File: config.mk
export PLATFORM = sky130hd
export DESIGN_NAME = c2d_ram
export DESIGN_NICKNAME = d
export VERILOG_FILES = /design/src/sv/c2d_ram.sv
export SDC_FILE = /design/constraint.sdc
export NUM_CORES = 1
export LEC_CHECK = 0
export BUFFER_PORTS_ARGS = -buffer_cell sky130_fd_sc_hd__buf_4
export CORE_MARGIN = 1.5
export CORE_UTILIZATION = 40
export CTS_CLUSTER_DIAMETER = 80
export CTS_CLUSTER_SIZE = 16
export DETAILED_ROUTE_END_ITERATION = 16
export GPL_TIMING_DRIVEN = 1
export SLEW_MARGIN = 10
export SYNTH_ARGS = -nofsm -noshare
export SYNTH_HDL_FRONTEND = slang
export SYNTH_SLANG_ARGS = --single-unit
File: constraint.sdc
create_clock -name i_clk -period 3.9 [get_ports i_clk]
set_input_delay 0.585 -clock i_clk [delete_from_list [all_inputs] [get_ports i_clk]]
set_output_delay 0.585 -clock i_clk [all_outputs]
set_load 0.005 [all_outputs]
File: src/sv/c2d_ram.sv
// ----------------------------------------------------------------------------
// c2d_ram: generic simple dual-port RAM
// One write port, one read port with registered read data.
// ----------------------------------------------------------------------------
`default_nettype none
module c2d_ram #(
    parameter int WIDTH = 16,
    parameter int DEPTH = 32
) (
    input  wire logic                                  i_clk,
    input  wire logic                                  i_we,
    input  wire logic [(DEPTH > 1 ? $clog2(DEPTH) : 1)-1:0] i_waddr,
    input  wire logic [WIDTH-1:0]                      i_wdata,
    input  wire logic                                  i_re,
    input  wire logic [(DEPTH > 1 ? $clog2(DEPTH) : 1)-1:0] i_raddr,
    output logic      [WIDTH-1:0]                      o_rdata
);
    logic [WIDTH-1:0] r_mem [DEPTH];

    always_ff @(posedge i_clk) begin
        if (i_we) begin
            r_mem[i_waddr] <= i_wdata;
        end
        if (i_re) begin
            o_rdata <= r_mem[i_raddr];
        end
    end
endmodule
`default_nettype wire

; Yosys cells after proc, flatten, opt, wreduce, memory -nomap -nowiden
; Memory sizes are Yosys's and may differ from the RTL's. A register that Yosys moved wholly into a read port is not among the register bits.
; Index checks and enable logic that the tools add are counted.
[word_totals]
regBits = 0
mem_bits_rw = 512
output_inout_bits = 16
memories = 1
[op_classes]
muxes = 2
[mem_list]
columns = memory, depth, width, read_ports, rd_ports_with_merged_regs, write_ports, line
row1 = r_mem, 32, 16, 1, 1, 1, 18  ; logic [WIDTH-1:0] r_mem [DEPTH];
[op_table]
columns = op, n
row1 = $mux W1, 2

; Logic depth before layout (Yosys ltp)
; Gate-level depths: netlist of run 1.
[logic_depth]
depth_word = 2
mapped_depth = 8
ltp_nobuf = 5

; Worst setup path after synthesis of run 1
; No wires, ideal clock.
[synth_timing]
path_kind = input port to flip-flop
startpoint = input i_waddr[1] (netlist name)
endpoint = memory r_mem[12][0], enable pin
setup_ns = 0.388
arrival_ns = 1.937
required_ns = 3.512
path_slack_ns = 1.575
path_stages = 3
path_buffers = 1
cell_sequence = or3b_2 > clkbuf_1 > nor2_1
[synth_lines]
columns = item, line
row1 = start: declaration, 12  ; input wire logic [(DEPTH > 1 ? $clog2(DEPTH) : 1)-1:0] i_waddr,
row2 = end: declaration, 18
; No word-level cell before the write port.

==> metrics.csv, run 1 <==
metric;value;unit
area_delta_synth_final;10.7;%
max_freq;464;MHz
placed_cells;1857;
clock_skew;0.0236;ns
postSynthAreaPerCell;18.1;um2
via_per_inst;5.49;
portBuffers;44;
antenna_found_initial;1;
gr-total-overflow;0;
rows;83;
cpPeakStageDelay;0.66;ns
dr.pass1.iters;5;
worstMarginPinSlew;0.816;ns
drive_above_1_share;12.4;%
grt_pass1_wl;71300;um
finalSetupViolations;0;
post-cts-setup-buffers;0;
routedWlPerCell;25.5;um
placed_area;21900;um2
critPathCaptureType;flop;
hold_path_class;in -> reg;
cp_max_fo;32;
pin_count;45;
r2r_slack;2.15;ns
startpoint_type;input port;
final_cell_mix;528 x edfxtp_1, 256 x mux2i_1, 95 x buf_4, 64 x a22oi_1, 41 x clkbuf_16;
yosys_warnings;0;
crit_chain;buf_4, and2_2, a22o_1, nor3_1, a31oi_1, nand3_1;
drc;0;
p_per_area;465;nW/um2
clock_sinks;528;
clk_latency;0.57;ns
fp.dieW;230;um
fillers;4402;
clock_tree.root_cell;clkbuf_16;
wl_met2;22100;um
cp_num_cells;6;
synthDistinctLibCells;25;
critPathRequiredTime;4.19;ns
r2r-start;r_mem[7][1];
highest_layer;met4;
r2r-end;o_rdata[1];
core_area;51200;um2
max_cap_violations;0;
endpoint;o_rdata[1];
h-tree-depth;2;
clk_pin_slew;0.07;ns
critPathKind;in -> reg;
hold_viol_final;0;
drt_iter0_markers;1195;
holdBufCountCts;0;
track_usage;18.5;%
gp_congestion;0.816;
grt_pass1_vias;10267;
fp.dieArea;53100;um2
route.met3.wl;3280;um
maxSlewHeadroom;45.5;%
power.leakage;7.87;nW
utilization;44.7;%
cts_made_buffers;39;
syn_area;20700;um2
nNetsFinal;1247;
netlist_instances;1143;
die_y;230;um
timing.final.crit_share;55.3;%
post_cts_resized;0;
peakVddDrop;0.387;mV
dp_hpwl;29600;um
clock_path_buffers;3;
synth-seq-cells;528;
final_area;22900;um2
slowest_stage;and2_2;
grt_setup_unrepaired;false;
status;finished, final reports clean;
drv_slew;0;
path_buf_inv;1;
reg2regPathDepth;5;
synth_nets;1172;
start_util;40.4;%
cts_tree;done;
arrival;2.44;ns
grt_max_degree;48;
critPathTopFamily;simple AND/OR/NAND/NOR gates;
wl_met1;22400;um
final.setup.tns;0;ns
vias;10443;
ant_nets;0;
finalCriticalPeriod;2.16;ns
layout_commonest_cell;edfxtp_1;
instances_no_fill;1902;
yosysSeqAreaShare;76.6;%
cp-startpoint;i_raddr[2];
routed_wl;48500;um
-- cell families (layout without fill, tap and decap cells) --
kind of cell / Yosys count / in the layout / share of synthesized area, %
muxes: 256 / 256 / 12.4
buffers and inverters: 67 / 145 / 2.61
other: 0 / 1 / 0
and+or+nand+nor: 148 / 148 / 3.46
DFF: 528 / 528 / 76.6
AOI/OAI and AO/OA: 144 / 144 / 4.93
-- final cells by class --
type | instances | area [um2] | area share [%]
flip-flops and latches | 528 | 15900 | 69.2
repair buffers | 101 | 828 | 3.62
clock inverters | 2 | 18.8 | 0.0819
diodes | 1 | 2.50 | 0.0109
well taps | 680 | 851 | 3.72
clock buffers | 42 | 1030 | 4.50
multi-input cells | 548 | 4320 | 18.8
-- state kept, by name, summed over array words and instances (netlist names) --
register  cells
r_mem       512
o_rdata      16
-- layer usage --
| metal | vias up | global-route usage, % |
|---|---|---|
| met2 | 352 | 28.3 |
| met3 | 49 | 3.22 |
| met4 | 0 | 3.86 |
| li1 | 4687 | - |
| met1 | 5355 | 27.7 |
| met5 | - | 0 |
-- worst min path at each step --
stage,start,cells after the start,end,slack (ns)
after floorplan,r_mem[16][10],4,o_rdata[10],0.63
after global placement,r_mem[16][5],4,o_rdata[5],0.65
after detailed placement,r_mem[16][5],4,o_rdata[5],0.68
after CTS,i_re,1,o_rdata[11],0.39
after global routing,i_re,1,o_rdata[0],0.40
final,i_re,1,o_rdata[0],0.42
-- synth_stat cells, drive strengths merged --
| cell type | n | area, um2 |
|---|---|---|
| a21oi | 32 | 160 |
| a22o | 32 | 280 |
| a22oi | 64 | 480 |
| a31oi | 16 | 100 |
| and2 | 1 | 6.26 |
| buf | 55 | 495 |
| clkbuf | 12 | 45.0 |
| edfxtp | 528 | 15900 |
| mux2i | 256 | 2560 |
| nand2 | 33 | 124 |
| nand2b | 2 | 12.5 |
| nand3 | 34 | 170 |
| nand3b | 5 | 37.5 |
| nand4 | 16 | 100 |
| nor2 | 34 | 135 |
| nor2b | 2 | 12.5 |
| nor3 | 16 | 80.1 |
| or2 | 1 | 6.26 |
| or3 | 1 | 6.26 |
| or3b | 3 | 26.3 |
-- worst register-to-register path, delay by kind of cell (launching register included) --
family | cells | cell delay, ns
compound gates | 2 | 0.70
flops | 1 | 0.37
simple gates | 2 | 0.26
mux | 1 | 0.16
-- per-stage QoR --
step / power (mW) / setup WS (ns) / hold slack [ns]
floorplan: 6.83 / 1.57 / 0.629
detailed placement: 7.12 / 1.12 / 0.684
finish: 10.7 / 1.74 / 0.419
global placement: 7.11 / 1.14 / 0.655
CTS: 10.7 / 1.73 / 0.394
global route: 11.0 / 1.58 / 0.396
-- where the power goes --
part	leakage, nW	internal [mW]	switching [mW]
Sequential	4.77	6.33	0.0277
Clock	0.513	1.87	1.80
Combinational	2.59	0.214	0.415
Total	7.87	8.41	2.25
No activity file was read; power rests on OpenSTA's default activity.
==> run 2, diff against run 1 <==
Clock period 3.9 ns to 2.25 ns, I/O delays scaled along.
==> metrics.csv, run 2 (synthesis gave the netlist of run 1 again) <==
metric;value;unit;change
core_area;51200;um2;unchanged
dp_hpwl;29000;um;-1.8%
gp_congestion;0.795;;-2.6%
cp_max_fo;1;;-97%
utilization;45.4;%;+0.65 points
die_y;230;um;unchanged
cts_made_buffers;38;;-2.6%
via_per_inst;5.54;;+0.98%
max_cap_violations;0;;unchanged
drive_above_1_share;14.2;%;+1.8 points
dr.pass1.iters;5;;unchanged
holdBufCountCts;0;;unchanged
rows;83;;unchanged
pin_count;45;;unchanged
reg2regPathDepth;5;;unchanged
fp.dieW;230;um;unchanged
post-cts-setup-buffers;0;;unchanged
p_per_area;788;nW/um2;+69%
hold_viol_final;0;;unchanged
nNetsFinal;1274;;+2.2%
clock_sinks;528;;unchanged
routed_wl;48400;um;-0.21%
antenna_found_initial;0;;-1
layout_commonest_cell;edfxtp_1;;
start_util;40.4;%;unchanged
r2r-start;r_mem[5][2];;
area_delta_synth_final;12.3;%;
finalSetupViolations;0;;unchanged
holdCritStartpoint;i_re;;
h-tree-depth;2;;unchanged
portBuffers;44;;unchanged
setup_ws;0.456;ns;-1.29 ns
reg_top3;r_mem x512, o_rdata x16;;
whs_path_depth;1;;unchanged
holdPathEnd;o_rdata[3];;
grt_setup_unrepaired;false;;
peakVddDrop;0.454;mV;+17%
clock_skew;0.0228;ns;-0.000879 ns
clock_path_buffers;3;;unchanged
drv_slew;0;;unchanged
max_freq;557;MHz;
arrival;2.08;ns;-0.36 ns
cts_tree;done;;
largest_register_ffs;512;;unchanged
ant_nets;0;;unchanged
gr-total-overflow;0;;unchanged
track_usage;18.4;%;-0.029 points
vias;10678;;+2.3%
clk_latency;0.58;ns;about the same
hold_path_class;in -> reg;;
startpoint_type;flop;;
drc;0;;unchanged
antenna_cells;0;;-1
status;finished, final reports clean;;
timing.final.crit_share;79.7;%;
maxSlewHeadroom;62.0;%;+17 points
drt_iter0_markers;1004;;-16%
final_cell_mix;528 x edfxtp_1, 256 x mux2i_1, 108 x buf_4, 64 x a22oi_1, 38 x clkbuf_16;;
worstMarginPinSlew;0.565;ns;-0.251 ns
top_register;r_mem;;
grt_pass1_vias;10499;;+2.3%
grt_pass1_wl;71200;um;-0.15%
critPathKind;reg -> reg;;
r2r_slack;0.46;ns;-1.69 ns
grt_max_degree;39;;-19%
clock_tree.root_cell;clkbuf_16;;
dp_slack;-0.121;ns;-1.25 ns
post_cts_resized;0;;unchanged
r2r-end;o_rdata[2];;
routedWlPerCell;25.2;um;-1.5%
critPathCaptureType;flop;;
clk_pin_slew;0.07;ns;about the same
power.leakage;8.03;nW;+2.1%
final.setup.tns;0;ns;unchanged
fp.dieArea;53100;um2;unchanged
finalCriticalPeriod;1.79;ns;
critPathRequiredTime;2.53;ns;-1.66 ns
## run 2: cell types whose count changed in the layout (fill, tap and decap cells not counted)
| cell | before | now |
|---|---|---|
| clkbuf_16 | 41 | 38 |
| clkbuf_1 | 1 | 0 |
| clkinvlp_4 | 1 | 0 |
| buf_4 | 95 | 108 |
| inv_6 | 0 | 2 |
| clkinv_8 | 0 | 1 |
| diode_2 | 1 | 0 |
| inv_8 | 1 | 0 |
| buf_12 | 5 | 20 |
## run 2: per-layer routing
layer / vias to the layer above / part of all wire [%] / track usage, %
li1: 4743 / - / -
met1: 5521 / 45 / 26.3
met2: 350 / 47 / 28.8
met3: 64 / 6.3 / 3.68
met4: 0 / 2.4 / 5.27
met5: - / 0 / 0
## run 2: area by class of cell
cell class | instances | area [um2]
sequential | 528 | 15900
timing repair buffer | 129 | 1230
tap | 680 | 851
fill | 4362 | 28000
clock buffer | 38 | 951
clock inverter | 3 | 33.8
multi-input combinational | 548 | 4320
## run 2: worst max-delay path, cell delays in order (launching register included)
cell and delay (ns):
edfxtp_1 0.37, mux2i_1 0.25, a22o_1 0.23, nor3_1 0.09, a31oi_1 0.37, nand3_1 0.21
## run 2: worst max path at each step
stage                           start      endpoint  slack, ns  cells after the start
final                     r_mem[5][2]    o_rdata[2]       0.46                      5
after global routing      r_mem[7][2]    o_rdata[2]       0.40                      5
after CTS                 r_mem[5][2]    o_rdata[2]       0.47                      5
after detailed placement   i_raddr[2]    o_rdata[2]      -0.12                      8
after global placement     i_raddr[0]    o_rdata[2]      -0.12                      7
after floorplan            i_waddr[1]  r_mem[12][0]       0.17                      3
## run 2: metrics by stage
stage	total power [mW]	area, um2	hold WS [ns]	std cells
floorplan	11.8	20700	0.436	1143
global placement	12.4	22200	0.664	1885
detailed placement	12.4	22200	0.685	1885
CTS	18.5	23200	0.140	1926
global route	18.9	23200	0.152	1926
finish	18.3	23200	0.179	1926
## run 2: where the power goes
group | switching (mW) | total (mW) | internal (mW)
Sequential | 0.0467 | 11.0 | 11.0
Clock | 3.12 | 6.14 | 3.02
Combinational | 0.732 | 1.16 | 0.430
Total | 3.90 | 18.3 | 14.4
