`src/sv/c2d_pkg.sv`:
```
// ----------------------------------------------------------------------------
// c2d_pkg: shared types and codes for the 5x5 six-channel convolution core
// Request codes, sequencer states and the MAC control group.
// ----------------------------------------------------------------------------
`default_nettype none
package c2d_pkg;

    localparam int DATA_W  = 16;   // pixel and weight width
    localparam int VALUE_W = 32;   // bias and result width
    localparam int RND_SH  = 14;   // Q.22 -> Q.8
    localparam int RND_ADD = 8192; // half LSB at Q.8

    localparam logic [1:0] REQ_PIXEL  = 2'd0;
    localparam logic [1:0] REQ_WEIGHT = 2'd1;
    localparam logic [1:0] REQ_BIAS   = 2'd2;

    typedef enum logic [2:0] {
        S_IDLE,
        S_LINE,
        S_MAC,
        S_DRAIN1,
        S_DRAIN2,
        S_BIAS,
        S_ROUND,
        S_OUT
    } t_state;

    typedef struct packed {
        logic clear;    // zero the accumulator
        logic mul_en;   // operands valid this cycle
        logic add_bias; // add the bias word into the accumulator
    } t_mac_ctl;

endpackage
`default_nettype wire

```
`src/sv/c2d_mac.sv`:
```
// ----------------------------------------------------------------------------
// c2d_mac: shared multiply-accumulate unit
// Registered 16x16 product, then accumulate; bias add on request.
// ----------------------------------------------------------------------------
`default_nettype none
module c2d_mac
    import c2d_pkg::*;
#(
    parameter int ACC_W = 40
) (
    input  wire logic                      i_clk,
    input  wire logic                      i_rst_n,
    input  wire t_mac_ctl                  i_ctl,
    input  wire logic signed [DATA_W-1:0]  i_a,
    input  wire logic signed [DATA_W-1:0]  i_b,
    input  wire logic signed [VALUE_W-1:0] i_bias,
    output logic                           o_busy,
    output logic signed [ACC_W-1:0]        o_acc
);
    logic signed [2*DATA_W-1:0] r_prod;
    logic                       r_pv;
    logic signed [ACC_W-1:0]    r_acc;

    always_ff @(posedge i_clk) begin
        if (!i_rst_n) begin
            r_pv <= 1'b0;
        end else begin
            r_pv <= i_ctl.mul_en;
        end
    end

    always_ff @(posedge i_clk) begin
        r_prod <= i_a * i_b;
        if (i_ctl.clear) begin
            r_acc <= '0;
        end else if (i_ctl.add_bias) begin
            r_acc <= r_acc + ACC_W'(i_bias);
        end else if (r_pv) begin
            r_acc <= r_acc + ACC_W'(r_prod);
        end
    end

    assign o_busy = r_pv;
    assign o_acc  = r_acc;
endmodule
`default_nettype wire

```
`config.mk`:
```
export PLATFORM = sky130hd
export DESIGN_NAME = c2d_mac
export DESIGN_NICKNAME = d
export VERILOG_FILES = /design/src/sv/c2d_pkg.sv /design/src/sv/c2d_mac.sv
export SDC_FILE = /design/constraint.sdc
export NUM_CORES = 1
export LEC_CHECK = 0
export ABC_AREA = 1
export BUFFER_PORTS_ARGS = -buffer_cell sky130_fd_sc_hd__buf_2
export CAP_MARGIN = 25
export CORE_ASPECT_RATIO = 1.2
export CORE_UTILIZATION = 50
export DETAILED_ROUTE_END_ITERATION = 8
export HOLD_SLACK_MARGIN = 0.12
export PLACE_DENSITY = 0.67
export SYNTH_ARGS = -nofsm -noshare
export SYNTH_HDL_FRONTEND = slang
export SYNTH_SLANG_ARGS = --single-unit
export TNS_END_PERCENT = 50
```
`constraint.sdc`:
```
create_clock -name i_clk -period 4.9 [get_ports i_clk]
set_input_delay 0.245 -clock i_clk [delete_from_list [all_inputs] [get_ports i_clk]]
set_output_delay 0.245 -clock i_clk [all_outputs]
set_load 0.005 [all_outputs]
```
## Yosys cells after proc, flatten, opt, wreduce, memory -nomap -nowiden

Index checks and enable logic that the tools add are counted.

| storage, ports and cells | value |
|---|---|
| flip-flop bits (word level) | 73 |
| bits in latches | 0 |
| bits in writable memories | 0 |
| ROM bits | 0 |
| input port bits | 69 |
| output and inout port bits | 41 |
| word-level logic and storage cells | 9 |
| memories | 0 |

| cells by class | value |
|---|---|
| add/sub/neg operators | 2 |
| $mul | 1 |
| div/mod/pow operators | 0 |
| $lt $le $gt $ge | 0 |
| equal/unequal tests | 0 |
| shift-type cells | 0 |
| multiplexer cells | 2 |
| bitwise operators | 0 |
| reductions and logical operators | 1 |

Operator list:

| operator | number |
|---|---|
| $add A40 B32 Y40 | 2 |
| $mux W40 | 2 |
| $mul A16 B16 Y32 | 1 |
| $reduce_bool A2 Y1 | 1 |

## Longest topological paths before layout

Gate-level depths: netlist of the first run.

| depth | value |
|---|---|
| word-level depth | 3 |
| gate-level depth with buffers | 25 |

## Worst setup path before layout of the first run

Ideal clock, no wire load.

| path | value |
|---|---|
| path kind | input-to-reg |
| start point | input port i_b[3] |
| end point | register r_prod[30] |
| setup time | 120 ps |
| arrival time | 5,298 ps |
| required time | 4,780 ps |
| setup slack | -518 ps |
| cell stages on the path | 20 |
| cell sequence | clkbuf_1 > clkbuf_1 > nand2_1 > inv_1 > fa_1 > fa_1 > inv_1 > fa_1 > fa_1 > fa_1 > fa_1 > inv_1 > ha_1 > nand2_1 > inv_1 > a221oi_1 > o21ai_0 > nor2_1 > nand2_1 > xor2_1 |

| between the ends | value |
|---|---|
| longest elaborated chain between the ends | 1 |

RTL lines:

| element | line | RTL |
|---|---|---|
| start: declaration | c2d_mac.sv:15 | `input wire logic signed [DATA_W-1:0] i_b,` |
| $mul A16 B16 Y32 | c2d_mac.sv:33 | `r_prod <= i_a * i_b;` |
| end signal: assignment | c2d_mac.sv:33 |  |
| end: declaration | c2d_mac.sv:20 | `logic signed [2*DATA_W-1:0] r_prod;` |

Every way passes these cells.
A chain may end at the register's enable or synchronous reset.

## Final worst setup path of the first run

| path | value |
|---|---|
| start point | input port i_b[4] |
| end point | register r_prod[25] |

Same word-level chain as after synthesis.

==> metrics.txt, run 1 <==
worst min path class in2reg; CP Capture Type flip-flop; number of global-route vias before repair 15100; Yosys reg bits 73; Crit-path slowest cell fa_2; worst path cell trace buf_6, nand2_4, fa_1, inv_1, fa_2, buf_4, fa_1, fa_1, fa_1, inv_1, fa_1, inv_1, ha_4, nand2_2, buf_4, nor3_4, nand3_1, o211ai_1, xor2_1; Clock transition at path regs 60 ps; die height 198 um; Crit Path Class in2reg; complex-gate fraction of the synthesized area 6.44%; IO Pins 110; Total GRT Usage 29.5%; Post-DRT Antenna Nets 0; Initial Utilization 50.9%; Netlist cell types 40; largest family of logic cells by synthesized area adder cells; area delta synth->final 20.4%; ANT cells 0; nets 2955; Initial DRC Count 716; pin count of the biggest net entering global routing 59; most used cell, CP fa_1; Period Utilization, post-route 99.5%; WL met3 1100 um; Core ar. 31400 sq um; XOR/XNOR Fraction of Synth Area 2.75%; worst setup path startpoint i_b[4]; # port buffers 109; cts bufs inserted 9; CTS Root Cell clkbuf_16; CP max FO 10; Highest Signal Layer met4; Critical Path AT 5160 ps; Via-to-Cell Ratio 4.95; final cell count without fillers 2908; Avg WL per Cell 15.8 um; H-tree depth 3; Max Slew Vio Count 0; placed insts 2865; Syn. warnings 0; Max transition margin 51.4%; Synth Area in Simple Gates 23.5%; endpoints failing setup 0; CP delay by family, top adder cells; status finished, final reports clean; min Tclk post-route 4880 ps; share of cells above drive strength 1 19.1%; Required @ worst endpoint 5190 ps; sequential fraction of the synthesis area 9.16%; adder-cell share of the synthesized area 42.5%; R2R Path Start r_prod[0]$_DFF_P_; mux contribution to synthesized area 0%; via count 14400; remaining global-route overflow 0; Worst Skew 6.62 ps; Cells after Synth 2278; fmax 0.205 GHz; synthesized area 15900 sq um; CTS max path bufs 2; wl on met1 18300 um; Die Wd 165 um; post-synth top area cell fa_1; Avg Inst Size Synth 7.00 sq um; CTS Sinks 73; drt first pass iters 5; DRC 0; full die area 32600 sq um; Post-synth ARST share 0%; worst path bufs/invs 6; RSZ-0062 raised after global routing yes; gpl congestion 1.02; top_reg_cell synth dfxtp_1; met2 wire length 24300 um; final hold vios 0; Area contributors post-synth fa_1 (33%), nand2_1 (15%), inv_1 (14%); hold wc startpoint i_b[0]; clk_lat worst skew 360 ps; initial antenna violation count 0; cell row count 71; max-cap viol count 0; Startpoint Class primary input; routed wire length 45800 um; first-pass GRT wire length 74200 um; Tightest Pin Transition 728 ps; post-synth top area share 33.0%; Post-synth EDFFs 0; Post-Synthesis Net Count 2731; dpl hpwl 39400 um; CTS tree done; Critical Path Max Stage Delay 650 ps
## layout by cell type (no fill, tap or decap), drive strengths merged, types with 33 or more instances in the layout
cell type  Yosys  layout
buf            7     285
nand3         55      55
o21ai         70      70
ha           121     121
dfxtp         73      73
inv          584     582
nand2        641     641
xor2          33      33
nor2         196     196
fa           263     263
a21oi         78      78
## layout make-up
cell class / instances / area [sq um]
repair inverters: 1 / 7.51
flip-flops and latches: 73 / 1460
clock buffers: 11 / 243
repair buffers: 290 / 2200
fillers: 2906 / 12200
clock inverters: 5 / 31.3
well taps: 401 / 502
multi-input cells: 1542 / 12500
inverters: 585 / 2210
## registers in the layout (all words and copies together) (netlist names)
| signal | count |
|---|---|
| o_busy | 1 |
| r_prod | 32 |
| o_acc | 40 |
## cells by family (layout without fill, tap and decap cells)
group / after synthesis / in the layout
XOR/XNOR: 50 / 50
flip-flops: 73 / 73
adder cells (fa/ha/maj): 384 / 384
AO/OA/AOI/OAI: 180 / 180
AND/OR/NAND/NOR: 928 / 928
buffers and inverters: 663 / 892
## synth_stat cells (2+ instances only)
library cell / number
a21o_1: 7
nand4_1: 15
o21ai_1: 19
inv_1: 583
a21oi_1: 70
or2_2: 5
a21boi_0: 3
xor2_1: 33
ha_1: 121
nand3_1: 51
nand2_2: 15
clkbuf_1: 71
o21ai_2: 2
nor2_4: 3
o21ai_0: 49
xnor2_1: 17
o221ai_1: 3
nor2_2: 14
nor3_1: 11
o211ai_1: 2
nand2_1: 626
a21oi_2: 8
buf_2: 4
buf_1: 2
a221oi_1: 2
nand3_2: 4
nor4_1: 3
o21bai_1: 10
fa_1: 263
a31oi_1: 2
dfxtp_1: 73
nor2_1: 179
## stage by stage
step / TNS [ps] / instance area, sq um / utilization (%) / hold slack [ps] / setup slack, ps
CTS: -35.1 / 18700 / 59.5 / 261 / -35.1
floorplan: -340 / 16400 / - / 338 / -128
global placement: -6750 / 18100 / 57.7 / 423 / -650
global route: -913 / 19200 / 61.2 / 301 / -156
finish: 0 / 19200 / 61.2 / 268 / 24.1
detailed placement: -7970 / 18100 / 57.7 / 431 / -703
## path summary, 6_finish.rpt
check | endpoint | slack [ps] | cells after the start
worst max-delay path | r_prod[25]$_DFF_P_ | 20 | 19
worst min-delay path | r_prod[0]$_DFF_P_ | 270 | 3
worst max register to register | o_acc[24]$_SDFFE_PP0P_ | 2160 | 17
worst min register to register | o_acc[39]$_SDFFE_PP0P_ | 510 | 2
## layer usage
layer,track usage (%),up-vias
li1,-,7087
met1,33.7,6868
met2,55.5,321
met3,2.02,116
met4,13.0,0
met5,0,-
## worst register-to-register path, cell delays in order, from the launching register on
cell,delay (ps)
dfxtp_1,320
nand2_1,50
nand2_1,90
ha_1,250
inv_1,80
fa_1,430
inv_1,150
nand3_1,100
nand2_2,180
nand3_1,110
nand2_2,120
nand3_1,80
nand2_1,250
nand2_1,140
nand3_1,90
nand3_1,80
nand2_1,90
inv_1,30
## what timing repair did
action                     4_1_cts  5_1_grt
resized for setup               59      122
setup buffers                    4       19
pin swaps                       23       54
hold endpoints to repair         1        0
gates cloned                     1        1
hold buffers                     2        0
setup endpoints to repair        9       17
Power of run 1 is not shown: default switching activity piles up to over one toggle a cycle in this logic, so the estimate is an artifact.
==> inputs of run 2 (changes only) <==
--- a/config.mk
+++ b/config.mk
@@ -12,7 +12,7 @@
 export CORE_UTILIZATION = 50
 export DETAILED_ROUTE_END_ITERATION = 8
 export HOLD_SLACK_MARGIN = 0.12
-export PLACE_DENSITY = 0.67
+export PLACE_DENSITY = 0.64
 export SYNTH_ARGS = -nofsm -noshare
 export SYNTH_HDL_FRONTEND = slang
 export SYNTH_SLANG_ARGS = --single-unit
==> constraint.sdc (replaced) <==
create_clock -name i_clk -period 4.6 [get_ports i_clk]
set_input_delay 0.23 -clock i_clk [delete_from_list [all_inputs] [get_ports i_clk]]
set_output_delay 0.23 -clock i_clk [all_outputs]
set_load 0.005 [all_outputs]
==> run 2 against run 1 <==
The run now ends with negative setup slack left. Setup slack worse by 270 ps. Via count up 2.1%. Wire length up 5.2%.
==> metrics.txt, run 2 (same netlist as run 1, synthesis figures left out) <==
DRC 0 (unchanged); status finished with violations; Avg WL per Cell 16.3 um (+3.4%); remaining global-route overflow 0 (unchanged); cell row count 71 (unchanged); Post-DRT Antenna Nets 0 (unchanged); dpl hpwl 40600 um (+3.1%); fmax 0.206 GHz; die height 198 um (unchanged); full die area 32600 sq um (unchanged); Initial DRC Count 710 (-0.84%); commonest non-fill, non-tap cell in the layout nand2_1; clk_lat worst skew 360 ps (about the same); area delta synth->final 27.7%; first-pass GRT wire length 75800 um (+2.2%); Via-to-Cell Ratio 4.97 (+0.34%); nets 3007 (+1.8%); Max Slew Vio Count 0 (unchanged); CTS tree done; Post-DP Area 18400 sq um (+1.6%); final worst setup slack -247 ps (-271 ps); share of cells above drive strength 1 24.9% (+5.8 points); number of global-route vias before repair 15300 (+1.8%); hold wc startpoint i_bias[0]; fin area 20400 sq um (+6.1%); register area 1460 sq um (unchanged); Max transition margin 49.1% (-2.3 points); violated checks negative setup slack; Tightest Pin Transition 763 ps (+35.7 ps); final cell count without fillers 2960 (+1.8%); H-tree depth 3 (unchanged); filler instances 2725 (-6.2%); worst setup path startpoint i_b[3]; CTS Root Cell clkbuf_16; Initial Utilization 50.9% (unchanged); via count 14700 (+2.1%); CP Capture Type flip-flop; max-cap viol count 0 (unchanged); CTS max path bufs 2 (unchanged); Worst Skew 8.32 ps (+1.70 ps); Crit Path Class in2reg; Core ar. 31400 sq um (unchanged); Critical Path Max Stage Delay 600 ps (-50 ps); post-route setup TNS -2990 ps (-2990 ps); Total GRT Usage 30.5% (+0.95 points); Clock transition at path regs 60 ps (about the same); Critical Path AT 5120 ps (-40 ps); final hold vios 0 (unchanged); Crit-path slowest cell fa_2; CTS Sinks 73 (unchanged); endpoints failing setup 21 (+21); initial antenna violation count 0 (unchanged); placed insts 2882 (+0.59%); Die Wd 165 um (unchanged); IO Pins 110 (unchanged); Multi-input gate area 13000 sq um (+3.6%); # port buffers 109 (unchanged); worst path cell trace buf_12, nand2_2, inv_2, fa_2, buf_6, fa_2, buf_12, fa_2, inv_2, fa_1, inv_2, fa_1, fa_1, ha_4, a21o_1, a31oi_2, a21boi_2, o21ai_1, nor2_1, xor2_1; Period Utilization, post-route 105%; cts bufs inserted 9 (unchanged); drt first pass iters 7 (+2); Min Hold Slack 353 ps (+84.8 ps); R2R Path Start r_prod[0]$_DFF_P_; ANT cells 0 (unchanged); Required @ worst endpoint 4880 ps (-310 ps); CP max FO 5 (-5); CP delay by family, top adder cells; most frequent cells in the layout nand2_1 (579), inv_1 (523), fa_1 (236), buf_4 (187), nor2_1 (155); max reg flops 40 (unchanged); min Tclk post-route 4850 ps; gpl congestion 1.03 (+0.69%); routed wire length 48200 um (+5.2%); worst min path class in2reg; worst path bufs/invs 6 (unchanged); Startpoint Class primary input; pin count of the biggest net entering global routing 44 (-25%); RSZ-0062 raised after global routing yes
## run 2: repair_timing
item	CTS	global route
endpoints found under the hold margin	1	0
endpoints found under the setup margin	21	22
hold buffers	2	0
resized for setup	202	139
buffers inserted	30	27
pin swaps	93	139
gates cloned	2	1
## run 2: worst paths after layout
check,endpoint,slack [ps],cells past startpoint
setup / recovery,r_prod[31]$_DFF_P_,-250,20
hold / removal,o_acc[0]$_SDFFE_PP0P_,350,6
setup reg to reg,o_acc[32]$_SDFFE_PP0P_,1870,17
hold reg to reg,o_acc[39]$_SDFFE_PP0P_,500,2
## run 2: worst reg2reg max path, cell delays in order (launching register included)
cell     delay (ps)
dfxtp_1         300
nand2_1          60
nand2_1          60
ha_1            240
inv_1            80
fa_1            440
inv_1           160
nand3_1         110
nand2_2         170
nand3_1         110
nand2_2         120
nand3_1          80
nand2_1         270
nand2_1         150
nand3_1         100
nand3_1          80
nand2_1          80
inv_1            40
## run 2: metal layers
| metal | wire [um] | global-route usage, % | up-vias |
|---|---|---|---|
| met5 | 0 | 0 | - |
| met4 | 2940 | 17.1 | 0 |
| met3 | 1370 | 1.83 | 125 |
| met2 | 25200 | 58.0 | 374 |
| met1 | 18700 | 32.9 | 7006 |
| li1 | - | - | 7194 |
## run 2: metrics by stage
step                      worst slack (ps)  utilization [%]
after floorplan                       -412                -
after global placement               -1160             58.7
after detailed placement             -1120             58.7
after CTS                             -279             62.8
after global routing                  -425             65.0
final                                 -247             65.0
## run 2: final cells by class
cell class / instances / area share [%]
inverters: 585 / 10.8
clock inverters: 6 / 0.448
flip-flops and latches: 73 / 7.17
well taps: 401 / 2.46
clock buffers: 10 / 1.12
repair buffers: 343 / 14.1
multi-input cells: 1542 / 63.8
Power of run 2 is left out for the same reason.
